$ cat config.mk
export PLATFORM = sky130hd
export DESIGN_NAME = dotq_cell
export DESIGN_NICKNAME = d
export VERILOG_FILES = /design/src/sv/dotq_pkg.sv /design/src/sv/dotq_cell.sv
export SDC_FILE = /design/constraint.sdc
export NUM_CORES = 1
export LEC_CHECK = 0
export BUFFER_PORTS_ARGS = -buffer_cell sky130_fd_sc_hd__buf_2
export CAP_MARGIN = 10
export CORE_AREA = 2 2 306 308
export DETAILED_ROUTE_END_ITERATION = 12
export DIE_AREA = 0 0 308 310
export GPL_TIMING_DRIVEN = 0
export PLACE_DENSITY = 0.34
export RECOVER_POWER = 50
export SYNTH_ARGS = -nofsm -noshare
export SYNTH_HDL_FRONTEND = slang
export SYNTH_SLANG_ARGS = --single-unit
$ cat constraint.sdc
create_clock -name clock -period 13 [get_ports clock]
set_input_delay 3.9 -clock clock [delete_from_list [all_inputs] [get_ports clock]]
set_output_delay 3.9 -clock clock [all_outputs]
set_load 0.01 [all_outputs]
$ cat src/sv/dotq_pkg.sv
// Shared types and constants for the deadline-ordered timeout queue.
package dotq_pkg;

   localparam int unsigned QUEUE_DEPTH = 64;
   localparam int unsigned CNT_W       = $clog2(QUEUE_DEPTH + 1);
   localparam int unsigned ID_W        = 64;
   localparam int unsigned TIME_W      = 64;
   localparam int unsigned DELAY_W     = 32;
   localparam int unsigned DATA_W      = 32;

   typedef enum logic [1:0] {
      OP_ADD  = 2'd0,
      OP_DEL  = 2'd1,
      OP_CHK  = 2'd2,
      OP_TICK = 2'd3
   } op_type;

   typedef enum logic [2:0] {
      ST_OK       = 3'd0,
      ST_DUP      = 3'd1,
      ST_NOTFOUND = 3'd2,
      ST_FULL     = 3'd3,
      ST_FIRED    = 3'd4,
      ST_IDLE     = 3'd5
   } status_type;

   typedef enum logic {
      PH_IDLE = 1'b0,
      PH_EXEC = 1'b1
   } phase_type;

   typedef struct packed {
      logic [ID_W-1:0]   id;
      logic [TIME_W-1:0] deadline;
      logic [DATA_W-1:0] data;
   } entry_type;

   // one-cycle commands broadcast to every cell
   typedef struct packed {
      logic do_insert;
      logic do_remove;
      logic do_pop;
   } cell_ctl_type;

endpackage

$ cat src/sv/dotq_cell.sv
// One slot of the sorted queue: holds an entry, compares it, shifts with neighbors.
module dotq_cell (
   input  logic                           clock,
   input  dotq_pkg::cell_ctl_type         ctl,
   input  logic                           occ,
   input  logic [dotq_pkg::ID_W-1:0]      key_id,
   input  logic [dotq_pkg::TIME_W-1:0]    cmp_time,
   input  dotq_pkg::entry_type            new_entry,
   input  dotq_pkg::entry_type            left_entry,
   input  logic                           left_lt,
   input  dotq_pkg::entry_type            right_entry,
   input  logic                           pre_in,
   output dotq_pkg::entry_type            entry,
   output logic                           lt_out,
   output logic                           pre_out
);

   dotq_pkg::entry_type entry_ff;
   dotq_pkg::entry_type entry_in;
   logic                match;

   assign match   = occ && (entry_ff.id == key_id);
   assign pre_out = pre_in | match;
   assign lt_out  = occ && ($signed(entry_ff.deadline) < $signed(cmp_time));
   assign entry   = entry_ff;

   always_comb begin
      entry_in = entry_ff;
      if (ctl.do_insert) begin
         // sorted row: lt flags run true then false, new item lands at the edge
         if (!lt_out) begin
            entry_in = left_lt ? new_entry : left_entry;
         end
      end else if (ctl.do_remove) begin
         if (pre_out) begin
            entry_in = right_entry;
         end
      end else if (ctl.do_pop) begin
         entry_in = right_entry;
      end
   end

   always_ff @(posedge clock) begin
      entry_ff <= entry_in;
   end

endmodule

Word level (Yosys, flattened, before mapping)
Index checks and enable logic that the tools add are counted.
{"block": "word_totals", "ff_bits": 160, "elab_cells": 18}
{"block": "op_classes", "n_lt_le_gt_ge": 1, "n_eq_ne": 3, "mux": 6, "n_bitwise": 1, "n_reduce_logical": 4}
{"operator": "160-bit 2-to-1 mux", "count": 6}
{"operator": "64-bit == test", "count": 1}
{"operator": "64-bit < comparator", "count": 1}
{"operator": "3-bit by 1-bit != test with 1-bit output (second input constant)", "count": 1}
{"operator": "3-bit AND reduction", "count": 1}
{"operator": "3-bit nonzero test", "count": 1}
{"operator": "1-bit logical AND", "count": 2}
{"operator": "2-bit != test (second input constant)", "count": 1}
{"operator": "1-bit bitwise OR", "count": 1}

Longest topological paths before layout
{"block": "logic_depth", "ltp_word": 6, "ltp_mapped": 9, "ltp_nobuf": 9}

Worst setup path before layout
No wires, ideal clock.
{"block": "synth_path", "kind": "in2reg", "start": "input port cmp_time[29] (netlist bit)", "end": "register entry_ff, in the netlist entry[0] (enable)", "setup_time_ps": 580, "arrival_time_ps": 10386, "required_ps": 12420, "path_slack_ps": 2034, "stages": 9, "n_path_buf": 0, "cell_sequence": "inv_1 -> ha_1 -> a21o_1 -> nand3_2 -> a211oi_1 -> or4b_1 -> a221o_1 -> or4_4 -> a41oi_2"}
{"block": "synth_between", "elab_chain_cells": 4}
{"element": "from (decl)", "line": "dotq_cell.sv:7", "text": "input logic [dotq_pkg::TIME_W-1:0] cmp_time,"}
{"element": "64-bit < comparator", "line": "dotq_cell.sv:24", "text": "assign lt_out = occ && ($signed(entry_ff.deadline) < $signed(cmp_time));"}
{"element": "1-bit logical AND", "line": "dotq_cell.sv:24"}
{"element": "2-bit != test (no source line)"}
{"element": "3-bit AND reduction (no source line)"}
{"element": "to (signal assigned)", "line": "dotq_cell.sv:44", "text": "entry_ff <= entry_in;"}
{"element": "to (decl)", "line": "dotq_cell.sv:18", "text": "dotq_pkg::entry_type entry_ff;"}
Every way passes these cells.
A chain may end at the register's enable or synchronous reset.

Final worst setup path
{"block": "layout_path", "start": "input port cmp_time[38] (netlist bit)", "end": "output port lt_out"}
{"block": "layout_between", "elab_chain_cells": 2}
{"element": "64-bit < comparator", "line": "dotq_cell.sv:24"}
{"element": "1-bit logical AND", "line": "dotq_cell.sv:24"}
{"element": "to (decl)", "line": "dotq_cell.sv:14", "text": "output logic lt_out,"}
Every way passes these cells.

==> out/summary.txt <==
Crit. Startpoint = cmp_time[38]
Leakage = 7.462 nW
Critical Path Sink Type = output port
YS warnings = 0
Setup crit end = lt_out
Vias = 11010
Ys async rst share = 0
Sw frac = 0.3410
Fmax achieved = 92.85 MHz
Worst path arrival time = 6.87 ns
Worst-margin pin slew = 1.451 ns
Hold_buf cts = 0
R2r worst-path depth = 12
Seq/Total Area, Yosys = 0.4609
Final net count = 2510
Util after Layout = 0.1781
Initial core utilization = 0.1127
Quantity of I/O buffers inserted on ports = 774
# Post-CTS Setup Buffers = 0
Rel. slew slack = 0.03266
Fin. Hold Viols = 0
Tcrit/Tclk final = 0.8284
Core Region = 0.09249 sq mm
Worst-Skew Late Latency = 0.51 ns
Fraction of post-synthesis cell area in the top cell type by area = 0.4609
Post-cts resize count = 0
Cell Int Power = 1.157 mW
Post-synthesis register bit count = 160
Num rows = 112
DR iter-0 viols = 470
Synthesized Nets = 1707
GP Congestion = 0.9060
Post-Route WL = 63.88 mm
Worst hold path class = reg2reg
Worst EP required = 9.10 ns
Clock power share = 0.328
Mapped cell area = 0.01042 sq mm
Worst-path clk slew = 0.07 ns
Fillers = 10490
DR pass1 iterations = 4
R2R Setup Slk = 8.08 ns
Drt wl/cell = 20.95 um
Startpoint Class = input pin
Die area = 0.09548 sq mm
Routed Antenna Nets = 0
Clock Skews = 0.01652 ns
Psw = 0.5987 mW
Max reg flops = 160
Number of global-route vias before repair = 11590
Status = completed
Post-Place Cells = 3009
# IOs = 777
Most frequent cells in the layout = buf_2, clkbuf_1, a21oi_1
Die width = 308 um
Max Cap Viol = 0
Fin crit period = 10.77 ns
Fin. max-slew vios = 0
Top cell type by total area after synthesis = edfxtp_1
H-tree lvl count = 4
Reg-to-Reg End = entry[142]
CP Max Fanout = 3
RSZ-0062 raised after global routing = no
Primary FF master, synth = edfxtp_1
Layout cells sized above 1 = 0.3588
Combinational Power Share = 0.274
HPWL Detailed = 55.45 mm
Vias/cell = 3.611
CTS root buffer = clkbuf_16
First-pass GRT wire length = 84.32 mm
Largest buffer count on any clock path = 2
Hold WS = 1.485 ns
GRT overflow = 0
Drt drc = 0
Total CTS buffers = 17
Power per cell area = 106.6 mW/mm^2
Critical R2R Launch = entry[70]
Syn avg cell area = 10.13 sq um
Sequential group share of total power = 0.399
Critical path type = in2out
Count of final setup violators = 0
Netlist cell types = 46
Power Total = 1.755 mW
Area Overhead vs Synth = 58.04%
TritonCTS clock tree = yes
Initial antenna violation count = 12
Number of synthesized flops with an enable pin = 160
Die Ht = 310 um
Finished Layout Cells = 3049
GRT Total Usage = 0.1282
Mapped Cells = 1029
Leading cell type in the layout, fill and taps excluded = buf_2
Largest net degree at the start of global routing = 24
Max VDD drop = 0.00008959 V
Top cells by area, synth = edfxtp_1, mux2i_1, a21oi_1
Clock sink count = 160
Sum Neg Setup Slack = 0 ns
[Yosys cell counts, drive strengths merged (9+ instances only)]
master,instances
buf,15
nand4,19
a21oi,181
nor4,9
mux2i,161
clkbuf,39
xnor2,16
inv,82
nor2,167
edfxtp,160
xor2,29
a21o,10
o21ai,9
ha,63
[per-layer routing]
metal | share of wire | GRT usage | vias up
met3 | 0.066 | 0.03719 | 59
li1 | - | - | 5364
met1 | 0.39 | 0.1420 | 5109
met2 | 0.52 | 0.2357 | 473
met4 | 0.021 | 0.03834 | 6
met5 | 0.00053 | 0 | -
[worst max-delay path, stage by stage]
cell and delay (ns):
buf_2 0.08, inv_1 0.03, ha_1 0.31, nand4_1 0.20, or3_1 0.47, nor2_1 0.25, nand3_1 0.25, a2111oi_0 0.74
o31ai_1 0.22, and3_1 0.24, buf_2 0.15
[worst min-delay path by stage]
stage	from	to	slack, ns	depth (start not counted)
global placement	entry[118]	entry[153]	3.55	5
floorplan	entry[144]	entry[0]	2.10	5
detailed placement	entry[95]	entry[55]	1.59	3
CTS	entry[95]	entry[55]	1.60	3
finish	entry[95]	entry[54]	1.49	3
global route	entry[95]	entry[55]	1.64	3
[cell type report]
cell class | instances | area, sq um | share of cell area
well taps | 1197 | 1498 | 0.09092
multi-input cells | 731 | 5119 | 0.3107
inverters | 84 | 315.3 | 0.01914
clock inverters | 15 | 196.4 | 0.01192
clock buffers | 17 | 425.4 | 0.02582
flip-flops and latches | 160 | 4805 | 0.2917
plain buffers | 54 | 203.9 | 0.01238
diodes | 7 | 17.52 | 0.001063
repair buffers | 784 | 3894 | 0.2364
[logic make-up (layout without fill, tap and decap cells)]
kind of cell | Yosys count | count (layout) | synth area share
AOI/OAI and AO/OA | 232 | 232 | 0.1244
and+or+nand+nor | 230 | 230 | 0.09699
muxes | 161 | 161 | 0.1546
DFF | 160 | 160 | 0.4609
buffers and inverters | 138 | 954 | 0.04969
adders and majority gates | 63 | 63 | 0.07562
xor gates and xnor gates | 45 | 45 | 0.03781
other | 0 | 7 | 0
[metrics by stage]
step	instance area, sq um	worst slack, ns
finish	16470	2.230
floorplan	10420	2.034
detailed placement	16020	2.081
global route	16460	1.990
CTS	16640	2.061
global placement	15800	-2.926
[power groups by stage]
stage | logic [mW] | clock network, mW | registers [mW]
5_1_grt | 0.531 | 0.616 | 0.707
3_5_place_dp | 0.510 | 0 | 0.711
6_report | 0.481 | 0.575 | 0.700
2_1_floorplan | 0.181 | 0 | 0.734
4_1_cts | 0.512 | 0.604 | 0.701
3_3_place_gp | 0.491 | 0 | 0.732
Power figures use the tool's default switching activity.
